$ cat src/sapq_pkg.sv
`default_nettype none

package sapq_pkg;

    // Queue depth and the widths that follow from it.
    localparam int CAPACITY = 8;
    localparam int IDX_W    = (CAPACITY > 1) ? $clog2(CAPACITY) : 1;
    localparam int CNT_W    = $clog2(CAPACITY + 1);

    // Data and result field widths.
    localparam int DATA_W   = 32;
    localparam int STATUS_W = 2;
    localparam int COUNT_W  = 4;

    // Operation codes.
    localparam logic FUNC_PUSH = 1'b0;
    localparam logic FUNC_POP  = 1'b1;

    // Result status codes.
    localparam logic [STATUS_W-1:0] STATUS_OK        = 2'd0;
    localparam logic [STATUS_W-1:0] STATUS_OVERFLOW  = 2'd1;
    localparam logic [STATUS_W-1:0] STATUS_UNDERFLOW = 2'd2;

endpackage

`default_nettype wire

$ cat src/sorted_array_priority_queue.sv
`default_nettype none

// Priority queue of signed 32-bit values held sorted ascending in a single-port-read,
// single-port-write memory of CAPACITY entries, addressed circularly from a head pointer.
// Each accepted operation (func 0 push, func 1 pop) gives exactly one result transfer with
// pop_value, status (0 ok, 1 overflow, 2 underflow) and entry_count after the operation.
// Items are handled one at a time. A push moves each larger entry up one place before it
// writes the new value; a push to an empty or full queue skips the move. The input stalls
// until the result has been registered, so the next transfer is accepted only after that;
// a stalled result holds the block until the output register frees up. The insertion loop,
// limited by the memory ports, moves one entry per cycle with one read and one write. No
// clearing pass is needed after reset; only entries inside the held range are ever read.
module sorted_array_priority_queue
    import sapq_pkg::*;
(
    input  wire                        clk,
    input  wire                        rst_n,
    input  wire                        in_valid,
    output logic                       in_stall,
    input  wire                        func,
    input  wire signed [DATA_W-1:0]    push_value,
    output logic                       out_valid,
    input  wire                        out_stall,
    output logic signed [DATA_W-1:0]   pop_value,
    output logic [STATUS_W-1:0]        status,
    output logic [COUNT_W-1:0]         entry_count
);

    typedef enum logic [4:0] {
        S_IDLE  = 5'b00001,
        S_SHIFT = 5'b00010,
        S_PLACE = 5'b00100,
        S_POP   = 5'b01000,
        S_DONE  = 5'b10000
    } state_t;

    localparam logic [CNT_W-1:0] CAP_CNT = CNT_W'(CAPACITY);

    // Circular address: base + offset, wrapped with one compare and subtract.
    function automatic logic [IDX_W-1:0] slot(input logic [IDX_W-1:0] base,
                                              input logic [IDX_W-1:0] off);
        logic [IDX_W:0] sum;
        sum = {1'b0, base} + {1'b0, off};
        if (sum >= (IDX_W + 1)'(CAPACITY))
        begin
            sum = sum - (IDX_W + 1)'(CAPACITY);
        end
        return sum[IDX_W-1:0];
    endfunction

    state_t                     state_reg, state_next;
    logic [IDX_W-1:0]           head_reg, head_next;
    logic [CNT_W-1:0]           count_reg, count_next;
    logic [IDX_W-1:0]           pos_reg, pos_next;
    logic signed [DATA_W-1:0]   val_reg, val_next;
    logic signed [DATA_W-1:0]   pend_value_reg, pend_value_next;
    logic [STATUS_W-1:0]        pend_status_reg, pend_status_next;
    logic                       out_valid_reg, out_valid_next;
    logic signed [DATA_W-1:0]   out_value_reg;
    logic [STATUS_W-1:0]        out_status_reg;
    logic [COUNT_W-1:0]         out_count_reg;
    logic                       out_load;

    // Memory ports.
    logic signed [DATA_W-1:0]   mem [CAPACITY];
    logic                       rd_en;
    logic [IDX_W-1:0]           rd_addr;
    logic signed [DATA_W-1:0]   rd_data_reg;
    logic                       wr_en;
    logic [IDX_W-1:0]           wr_addr;
    logic signed [DATA_W-1:0]   wr_data;

    logic in_xfer;

    assign in_stall = (state_reg != S_IDLE);
    assign in_xfer  = in_valid && !in_stall;

    // Sequencer. During the shift the read of the next lower entry and the write of the
    // moved entry always address different slots, so no forwarding is needed.
    always_comb
    begin
        state_next       = state_reg;
        head_next        = head_reg;
        count_next       = count_reg;
        pos_next         = pos_reg;
        val_next         = val_reg;
        pend_value_next  = pend_value_reg;
        pend_status_next = pend_status_reg;
        out_load         = 1'b0;
        rd_en            = 1'b0;
        rd_addr          = head_reg;
        wr_en            = 1'b0;
        wr_addr          = head_reg;
        wr_data          = val_reg;

        case (state_reg)
            S_IDLE:
            begin
                if (in_xfer)
                begin
                    pend_value_next  = '0;
                    pend_status_next = STATUS_OK;
                    if (func == FUNC_PUSH)
                    begin
                        val_next = push_value;
                        if (count_reg == CAP_CNT)
                        begin
                            pend_status_next = STATUS_OVERFLOW;
                            state_next       = S_DONE;
                        end
                        else if (count_reg == '0)
                        begin
                            wr_en      = 1'b1;
                            wr_addr    = head_reg;
                            wr_data    = push_value;
                            count_next = count_reg + CNT_W'(1);
                            state_next = S_DONE;
                        end
                        else
                        begin
                            pos_next   = IDX_W'(count_reg);
                            rd_en      = 1'b1;
                            rd_addr    = slot(head_reg, IDX_W'(count_reg) - IDX_W'(1));
                            state_next = S_SHIFT;
                        end
                    end
                    else
                    begin
                        if (count_reg == '0)
                        begin
                            pend_status_next = STATUS_UNDERFLOW;
                            state_next       = S_DONE;
                        end
                        else
                        begin
                            rd_en      = 1'b1;
                            rd_addr    = head_reg;
                            state_next = S_POP;
                        end
                    end
                end
            end

            S_SHIFT:
            begin
                wr_en   = 1'b1;
                wr_addr = slot(head_reg, pos_reg);
                if (rd_data_reg > val_reg)
                begin
                    // Move the larger entry up one place and look one lower.
                    wr_data  = rd_data_reg;
                    pos_next = pos_reg - IDX_W'(1);
                    if (pos_reg == IDX_W'(1))
                    begin
                        state_next = S_PLACE;
                    end
                    else
                    begin
                        rd_en   = 1'b1;
                        rd_addr = slot(head_reg, pos_reg - IDX_W'(2));
                    end
                end
                else
                begin
                    wr_data    = val_reg;
                    count_next = count_reg + CNT_W'(1);
                    state_next = S_DONE;
                end
            end

            S_PLACE:
            begin
                // New value is the smallest: it goes to the head.
                wr_en      = 1'b1;
                wr_addr    = slot(head_reg, pos_reg);
                wr_data    = val_reg;
                count_next = count_reg + CNT_W'(1);
                state_next = S_DONE;
            end

            S_POP:
            begin
                pend_value_next = rd_data_reg;
                count_next      = count_reg - CNT_W'(1);
                if (count_reg == CNT_W'(1))
                begin
                    head_next = '0;
                end
                else
                begin
                    head_next = slot(head_reg, IDX_W'(1));
                end
                state_next = S_DONE;
            end

            S_DONE:
            begin
                if (!out_valid_reg || !out_stall)
                begin
                    out_load   = 1'b1;
                    state_next = S_IDLE;
                end
            end

            default:
            begin
                state_next = S_IDLE;
            end
        endcase
    end

    // Output register valid flag.
    always_comb
    begin
        out_valid_next = out_valid_reg;
        if (out_load)
        begin
            out_valid_next = 1'b1;
        end
        else if (out_valid_reg && !out_stall)
        begin
            out_valid_next = 1'b0;
        end
    end

    // Control state.
    always_ff @(posedge clk or negedge rst_n)
    begin
        if (!rst_n)
        begin
            state_reg     <= S_IDLE;
            head_reg      <= '0;
            count_reg     <= '0;
            pos_reg       <= '0;
            out_valid_reg <= 1'b0;
        end
        else
        begin
            state_reg     <= state_next;
            head_reg      <= head_next;
            count_reg     <= count_next;
            pos_reg       <= pos_next;
            out_valid_reg <= out_valid_next;
        end
    end

    // Payload registers.
    always_ff @(posedge clk)
    begin
        val_reg         <= val_next;
        pend_value_reg  <= pend_value_next;
        pend_status_reg <= pend_status_next;
        if (out_load)
        begin
            out_value_reg  <= pend_value_reg;
            out_status_reg <= pend_status_reg;
            out_count_reg  <= COUNT_W'(count_reg);
        end
    end

    // Store: one write port.
    always_ff @(posedge clk)
    begin
        if (wr_en)
        begin
            mem[wr_addr] <= wr_data;
        end
    end

    // Store: one read port with registered data.
    always_ff @(posedge clk)
    begin
        if (rd_en)
        begin
            rd_data_reg <= mem[rd_addr];
        end
    end

    assign out_valid   = out_valid_reg;
    assign pop_value   = out_value_reg;
    assign status      = out_status_reg;
    assign entry_count = out_count_reg;

    // The fill level never passes the capacity.
    assert property (@(posedge clk) disable iff (!rst_n) count_reg <= CAP_CNT)
        else $error("entry count above capacity");

    // An empty queue always has its head at slot zero.
    assert property (@(posedge clk) disable iff (!rst_n)
        (count_reg == '0) |-> (head_reg == '0))
        else $error("empty queue with nonzero head");

    // A staged overflow result only comes from a full queue.
    assert property (@(posedge clk) disable iff (!rst_n)
        (state_reg == S_DONE && pend_status_reg == STATUS_OVERFLOW) |-> (count_reg == CAP_CNT))
        else $error("overflow reported on a queue that is not full");

    // A new result appears only out of the finishing state.
    assert property (@(posedge clk) disable iff (!rst_n)
        $rose(out_valid_reg) |-> $past(state_reg == S_DONE))
        else $error("result raised outside the finishing state");

    // Every pop read returns through the pop state in the next cycle.
    assert property (@(posedge clk) disable iff (!rst_n)
        (in_xfer && func == FUNC_POP && count_reg != '0) |=> (state_reg == S_POP))
        else $error("pop read not followed by pop state");

endmodule

`default_nettype wire
$ cat config.mk
export PLATFORM = sky130hd
export DESIGN_NAME = sorted_array_priority_queue
export DESIGN_NICKNAME = d
export VERILOG_FILES = /design/src/sapq_pkg.sv /design/src/sorted_array_priority_queue.sv
export SDC_FILE = /design/constraint.sdc
export NUM_CORES = 1
export LEC_CHECK = 0
export BUFFER_PORTS_ARGS = -buffer_cell sky130_fd_sc_hd__buf_2
export CORE_MARGIN = 2
export CORE_UTILIZATION = 65
export DETAILED_ROUTE_END_ITERATION = 12
export PLACE_DENSITY = 0.88
export SYNTH_ARGS = -nofsm -noshare
export SYNTH_HDL_FRONTEND = slang
export SYNTH_SLANG_ARGS = --single-unit
$ cat constraint.sdc
create_clock -name clk -period 8.1 [get_ports clk]
set_input_delay 0.405 -clock clk [delete_from_list [all_inputs] [get_ports clk]]
set_output_delay 0.405 -clock clk [all_outputs]
set_load 0.05 [all_outputs]
==> results of run 1 <==
[Yosys cell counts (all sizes together) (3+ instances only)]
cell | instances | area [sq um]
edfxtp | 392 | 11800
mux2i | 130 | 1310
nand2 | 94 | 353
a22o | 65 | 569
nor2 | 59 | 238
inv | 45 | 169
ha | 40 | 500
a22oi | 34 | 260
and2 | 32 | 200
buf | 29 | 313
a21oi | 22 | 114
o21ai | 19 | 98.8
clkbuf | 16 | 60.1
dfrtp | 15 | 375
nand3 | 11 | 55.1
and3 | 9 | 56.3
nand4 | 7 | 56.3
nor3 | 7 | 35.0
xnor2 | 7 | 68.8
nor4 | 5 | 43.8
xor2 | 5 | 43.8
nand2b | 4 | 25.0
a211oi | 3 | 35.0
a21o | 3 | 22.5
a221oi | 3 | 32.5
fa | 3 | 60.1
[critical path, stage by stage, from the launching register on]
cell      delay, ns
edfxtp_1       0.44
ha_1           0.50
nand4_2        0.21
nor4_2         0.55
nand3_1        0.31
o2111a_1       0.24
a31o_1         0.23
o21a_1         0.26
nor4_4         0.84
buf_4          0.46
a22o_1         0.23
nor2_1         0.06
[what timing repair did]
item                                    4_1_cts  5_1_grt
endpoints found under the setup margin        0        0
hold buffers                                  1        0
hold endpoints to repair                     15        0
[per-stage QoR]
step	hold slack [ns]	setup WS, ns	cell area [sq um]
2_1_floorplan	0.109	4.33	17200
3_3_place_gp	0.332	3.81	17900
3_5_place_dp	0.336	3.75	17900
4_1_cts	0.0531	3.56	19100
5_1_grt	0.0555	3.39	19100
6_report	0.0703	3.51	19100
[how the worst min path moves through the flow]
stage | startpoint | end | slack (ns) | cells past startpoint
floorplan | rst_n | count_reg[0]$_DFFE_PN0P_ | 0.11 | 0
global placement | rst_n | state_reg[4]$_DFFE_PN0P_ | 0.33 | 1
detailed placement | rst_n | state_reg[2]$_DFFE_PN0P_ | 0.34 | 1
CTS | push_value[23] | val_reg[23]$_DFFE_PP_ | 0.05 | 1
global route | push_value[23] | val_reg[23]$_DFFE_PP_ | 0.06 | 1
finish | push_value[23] | val_reg[23]$_DFFE_PP_ | 0.07 | 1
[power groups by stage]
stage | Combinational [uW] | Sequential [uW] | Clock [uW]
2_1_floorplan | 2050 | 3150 | 0
3_3_place_gp | 2530 | 3140 | 0
3_5_place_dp | 2650 | 3160 | 0
4_1_cts | 2700 | 3130 | 1740
5_1_grt | 2920 | 3160 | 1830
6_report | 2740 | 3130 | 1730
[per-layer routing]
layer | global-route usage | vias up | part of all wire
li1 | - | 4342 | -
met4 | 0.127 | 0 | 0.039
met5 | 0 | - | 0
met3 | 0.0570 | 124 | 0.096
met2 | 0.458 | 612 | 0.50
met1 | 0.358 | 4965 | 0.37
[cells by family after synthesis]
kind of cell,count (synthesis),share of synthesized area
flops,408,0.709
simple gates,237,0.0658
compound gates,167,0.0768
mux,131,0.0772
buf+inv,90,0.0316
fa+ha+maj,43,0.0327
xor+xnor,12,0.00656
[layout make-up]
type	instances	area, sq um
clock buffer	49	1080
tap	335	419
fill	1481	6890
inverter	45	169
timing repair buffer	97	553
sequential	408	12200
multi-input combinational	590	4560
clock inverter	22	141
==> flow_summary.toml, run 1 <==
[detailed_routing]
drtIter0Drc = 1144
antenna_left = 0
first_pass_iters = 5
wl_per_cell_um = 24.9
vias = 10000
drc = 0
wl_um = 38500
routed_via_density = 6.50

[critical_path]
reg2reg_to = "rd_data_reg[30]$_DFFE_PP_"
endpoint = "rd_data_reg[30]$_DFFE_PP_"
r2r_slack_ns = 3.51
crit_required_ns = 8.39
rr_worst_depth = 11
path_class = "register to register"
arrival_ns = 4.89
timing.rr.start = "rd_data_reg[31]$_DFFE_PP_"
worstSetupEndpointType = "register"
crit_path_start = "rd_data_reg[31]$_DFFE_PP_"
path_max_fanout = 20
startpoint_type = "register"

[timing]
fin_crit_sh = 0.567
setup_viol_count_final = 0
fmax_ghz = 0.218
maxSlewHeadroom = 0.185
worst-slew-pin-transition_ns = 1.22
fin_skew_ns = 0.0177
period_needed_ns = 4.59
slew_violations = 0
tns_ns = 0
rsz0062_at_grt = "false"
finalHoldViolCount = 0

[clock_network]
cts_made_buffers = 40
cts-root-buf = "clkbuf_16"
htreeDepth = 2
clk_pin_slew_ns = 0.06
cts_buffer_depth = 3
cts_tree = "yes"
post_cts.repair.setup_buffers = 0
cts_resized = 0
clk_latency_ns = 0.54
clock-sinks = 408

[yosys]
postSynthAreaPerCell_sq_um = 15.8
synth_edf_count = 392
syn_area_sq_mm = 0.0172
synth_fp_nets = 1168
ys_types = 66
synthArstFlopShare = 0.0392
yosys_warnings = 0
ys.flop_type = "edfxtp_1"
ys_seq_elements = 408
synthesis.instances = 1088
yosysSeqAreaShare = 0.709

[placement]
hpwl_um = 22100
dp_cells = 1474
port_buffers = 76
gp_congestion = 0.830

[layout]
layout-drive-gt1-share = 0.154
fin_util = 0.735
areaGrowthSynthToFinish_pct = 11.3
n_antenna_cell = 0
largest_reg_flops = 256
nNetsFinal = 1262
final_common_cell = "edfxtp_1"
top_register = "mem"
final_cell_mix = "edfxtp_1 (392), mux2i_1 (129), nand2_1 (94)"
fin_cells = 1546

[floorplanning]
die_y_um = 166
rows = 59
core_sq_mm = 0.0260
die_width_um = 166
initial_core_util = 0.660
dieArea_sq_mm = 0.0277
num_io_pins = 77

[global_routing]
grt.total_usage = 0.277
grt_overflow = 0
grt_pass1_vias = 10200
grt_pass1_wl_um = 58400
grt_max_degree = 129
antenna_found_initial = 0

[power_and_ir_drop]
clock_power_share = 0.228
p_leak_uw = 0.00742
power.share.combinational = 0.360
ir_worst_vdd_uv = 446
design_power_total_uw = 7600
p_switching_uw = 2720
swShare = 0.358
power.internal_uw = 4880
pwr_density_cell_mw_per_mm2 = 398
p_seq_frac = 0.412

[job]
drv_cap = 0

[worst_hold_path]
min_path_type = "input pin to register"

[status]
outcome = "complete, no violations"
Power figures use the tool's default switching activity.
==> inputs of run 2 (changes only) <==
- CORE_UTILIZATION: 65 -> 61
- PLACE_DENSITY: 0.88 -> 0.83
- clock period: 8.1 -> 4.6 ns (I/O delays scaled with it)
==> flow_summary.toml, run 2 (same netlist as run 1, synthesis figures left out) <==
[status]
outcome = "complete, no violations"

[floorplanning]
dieArea_sq_mm = 0.0295
core_sq_mm = 0.0277
num_io_pins = 77
initial_core_util = 0.619
die_width_um = 172
die_y_um = 172
rows = 61

[timing]
setup_viol_count_final = 0
finalHoldViolCount = 0
tns_ns = 0
setup_slack_ns = 0.268
worst_hold_slack_ns = 0.129
maxSlewHeadroom = 0.173
fin_skew_ns = 0.0221
fin_crit_sh = 0.942
slew_violations = 0
worst-slew-pin-transition_ns = 1.24
fmax_ghz = 0.231
period_needed_ns = 4.33
rsz0062_at_grt = "false"

[layout]
largest_reg_flops = 256
nFillCells = 1646
top_register = "mem"
layout-drive-gt1-share = 0.161
final_cell_mix = "edfxtp_1 (392), mux2i_1 (129), nand2_1 (94)"
n_antenna_cell = 0
seqCellArea_sq_mm = 0.0122
final_common_cell = "edfxtp_1"
areaGrowthSynthToFinish_pct = 15.4
nNetsFinal = 1304
multi_input_area_sq_mm = 0.00457

[detailed_routing]
vias = 10000
drc = 0
top_layer = "met4"
wl_um = 37500
met2WireLength_um = 18600
first_pass_iters = 5
dr_wl_met3_um = 3330
drtIter0Drc = 1149
met1Wirelength_um = 14100
routed_via_density = 6.13
antenna_left = 0
wl_per_cell_um = 23.0

[global_routing]
grt.total_usage = 0.260
grt_pass1_wl_um = 56500
grt_pass1_vias = 10000
antenna_found_initial = 0
grt_overflow = 0
grt_max_degree = 53

[clock_network]
post_cts.repair.setup_buffers = 0
cts_buffer_depth = 3
clock-sinks = 408
cts_made_buffers = 39
clk_latency_ns = 0.54
clk_pin_slew_ns = 0.07
cts-root-buf = "clkbuf_16"
cts_tree = "yes"
htreeDepth = 2

[critical_path]
cp_slowest_cell = "ha_1"
worst_path_most_repeated_cell = "mux2i_1"
crit_path_start = "rd_data_reg[31]$_DFFE_PP_"
path_max_fanout = 52
slowest_delay_ns = 0.53
crit_required_ns = 4.90
path_class = "register to register"
arrival_ns = 4.63
crit_chain = "ha_1 > nand4_2 > nor4_4 > nand3_1 > a21boi_1 > nand4_1 > mux2i_1 > a311oi_4 > buf_12 > mux2i_1 > a22o_1 > nor2_1"
timing.rr.start = "rd_data_reg[31]$_DFFE_PP_"
worstSetupEndpointType = "register"
startpoint_type = "register"

[placement]
gp_congestion = 0.890
dp_slack_ns = 0.349
hpwl_um = 21400
port_buffers = 76

[worst_hold_path]
min_path_type = "input pin to register"
hold_start = "in_valid"

[power_and_ir_drop]
p_leak_uw = 0.00771
ir_worst_vdd_uv = 713
pwr_density_cell_mw_per_mm2 = 699

[job]
drv_cap = 0
-- run 2: cell count changes in the layout (fill, tap and decap cells not counted), sizes merged --
cell,before,now
clkinv,20,15
dlygate4sd3,1,35
buf,96,105
inv,45,46
clkbuf,49,44
bufinv,1,8
clkinvlp,1,4
-- run 2: layer usage --
layer	global-route usage	vias up
met5	0	-
met4	0.116	0
met3	0.0419	110
met2	0.438	579
met1	0.336	4888
li1	-	4435
-- run 2: stage by stage --
step	power [uW]	cell area (sq um)	std cells	utilization
final	13800	19800	1633	0.715
after global routing	14400	19800	1633	0.715
after CTS	13800	19800	1633	0.714
after detailed placement	10400	18100	1526	0.652
after global placement	10200	18100	1526	0.652
after floorplan	9160	17200	1088	-
-- run 2: power breakdown --
| part | total (uW) | internal, uW | switching, uW |
|---|---|---|---|
| Clock | 3380 | 2030 | 1350 |
| Sequential | 5500 | 5140 | 370 |
| Combinational | 4950 | 1860 | 3090 |
| Total | 13800 | 9030 | 4810 |
-- run 2: layout make-up --
class	instances	share of cell area
multi-input cells	590	0.231
clock inverters	28	0.0195
flip-flops and latches	408	0.615
inverters	45	0.00853
repair buffers	140	0.0523
clock buffers	44	0.0502
well taps	378	0.0239
-- run 2: worst paths after layout --
check                           slack (ns)  depth (start not counted)                        end
worst max-delay path                  0.27                         12  rd_data_reg[20]$_DFFE_PP_
worst min-delay path                  0.13                          3   state_reg[0]$_DFFE_PN1P_
worst max register to register        0.27                         12  rd_data_reg[20]$_DFFE_PP_
worst min register to register        0.42                          0    pop_value[31]$_DFFE_PP_
max in group asynchronous             4.16                          2   state_reg[0]$_DFFE_PN1P_
min in group asynchronous             0.14                          2     pos_reg[0]$_DFFE_PN0P_
-- run 2: what timing repair did --
item | CTS | global route
hold buffers | 35 | 0
hold endpoints to repair | 50 | 0
resized for setup | 0 | 1
endpoints found under the setup margin | 0 | 7
-- run 2: worst max-delay path: cells and delay by family (launching register included) --
kind	cells	cell delay (ns)
flops	1	0.48
compound gates	3	0.95
simple gates	5	1.28
buf+inv	1	0.40
mux	2	0.43
fa+ha+maj	1	0.53
==> inputs of run 3 (changes only) <==
- SKIP_CTS_REPAIR_TIMING: not set -> 1
- clock period: 4.6 -> 4.8 ns (I/O delays scaled with it)
==> flow_summary.toml, run 3 (same netlist as run 1, synthesis figures left out) <==
[status]
outcome = "complete, but fails checks"
violations = "hold timing"

[floorplanning]
core_sq_mm = 0.0277
die_width_um = 172
rows = 61
die_y_um = 172
num_io_pins = 77
dieArea_sq_mm = 0.0295
initial_core_util = 0.619

[clock_network]
clk_pin_slew_ns = 0.07
cts-root-buf = "clkbuf_16"
cts_buffer_depth = 3
htreeDepth = 2
cts_tree = "yes"
clock-sinks = 408
clk_latency_ns = 0.54
cts_made_buffers = 41

[layout]
nFillCells = 1723
multi_input_area_sq_mm = 0.00456
areaGrowthSynthToFinish_pct = 14.3
seqCellArea_sq_mm = 0.0122
design_area_sq_mm = 0.0196
final_common_cell = "edfxtp_1"
layout-drive-gt1-share = 0.155
fin_util = 0.708
final_cell_mix = "edfxtp_1 (392), mux2i_1 (129), nand2_1 (94)"
nNetsFinal = 1302
top_register = "mem"
n_antenna_cell = 0
largest_reg_flops = 256

[timing]
fin_crit_sh = 0.883
tns_ns = 0
setup_slack_ns = 0.561
fin_skew_ns = 0.0194
fmax_ghz = 0.236
maxSlewHeadroom = 0.183
worst_hold_slack_ns = -0.0221
worst-slew-pin-transition_ns = 1.22
finalHoldViolCount = 1
period_needed_ns = 4.24
rsz0062_at_grt = "false"
setup_viol_count_final = 0
slew_violations = 0

[critical_path]
path_max_fanout = 81
arrival_ns = 4.52
crit_required_ns = 5.08
startpoint_type = "register"
worstSetupEndpointType = "register"
path_class = "register to register"

[power_and_ir_drop]
p_leak_uw = 0.00762
pwr_density_cell_mw_per_mm2 = 664
ir_worst_vdd_uv = 534

[detailed_routing]
vias = 10100
drc = 0
wl_per_cell_um = 23.8
routed_via_density = 6.22
wl_um = 38800
first_pass_iters = 6
drtIter0Drc = 1204
antenna_left = 0

[global_routing]
grt_pass1_vias = 9853
use_met2 = 0.433
met3_usage = 0.0387
grt_pass1_wl_um = 57800
grt_overflow = 0
busiest_layer = "met2"
grt.total_usage = 0.267
use_met1 = 0.363
antenna_found_initial = 0
grt_max_degree = 82

[placement]
gp_congestion = 0.899
port_buffers = 76
dp_slack_ns = 0.702
hpwl_um = 21900
dpl-instance-area_sq_mm = 0.0180

[job]
drv_cap = 0

[worst_hold_path]
min_path_type = "input pin to register"
-- run 3: changes by cell type in the layout (fill, tap and decap cells not counted), sizes merged --
cell	change
buf	-2
bufinv	-6
clkbuf	+7
clkinv	+4
clkinvlp	-3
dlygate4sd3	-2
-- run 3: worst paths after layout --
kind	startpoint	to	slack (ns)	cells after the start
worst max register to register	rd_data_reg[31]$_DFFE_PP_	rd_data_reg[15]$_DFFE_PP_	0.56	12
worst max-delay path	rd_data_reg[31]$_DFFE_PP_	rd_data_reg[15]$_DFFE_PP_	0.56	12
min in group asynchronous	rst_n	state_reg[3]$_DFFE_PN0P_	0.15	2
worst min-delay path	out_stall	out_valid$_DFFE_PN0P_	-0.02	3
max in group asynchronous	rst_n	state_reg[0]$_DFFE_PN1P_	4.33	2
worst min register to register	pend_value_reg[19]$_SDFFCE_PN0P_	pop_value[19]$_DFFE_PP_	0.42	0
-- run 3: metrics by stage --
stage | power, uW | hold slack [ns] | cells
2_1_floorplan | 8780 | -0.0556 | 1088
3_3_place_gp | 9700 | 0.181 | 1524
3_5_place_dp | 9880 | 0.182 | 1524
4_1_cts | 13000 | -0.382 | 1598
5_1_grt | 13600 | 0.00914 | 1631
6_report | 13000 | -0.0221 | 1631
-- run 3: per-layer routing --
metal  share of wire  vias up
met5               0        -
met4           0.039        0
met3           0.095      102
met2            0.48      608
met1            0.38     5001
li1                -     4428
-- run 3: area by class of cell --
class                   count  share of cell area
well taps                 378              0.0241
inverters                  45             0.00861
multi-input cells         590               0.233
flip-flops and latches    408               0.620
clock inverters            23             0.00880
repair buffers            136              0.0491
clock buffers              51              0.0564
-- run 3: report_power, final --
group	switching, uW	internal (uW)
clock	1310	1750
sequential	350	4920
combinational	2980	1720
-- run 3: critical path, stage by stage (launching register included) --
cell and delay (ns):
edfxtp_1 0.45, ha_1 0.51, nand4_2 0.20, nor4_2 0.54, nand3_1 0.35, a21boi_1 0.28, nand4_1 0.13, mux2i_1 0.10
a311oi_4 0.29, buf_12 0.47, mux2i_1 0.29, a22o_1 0.20, nor2_1 0.05
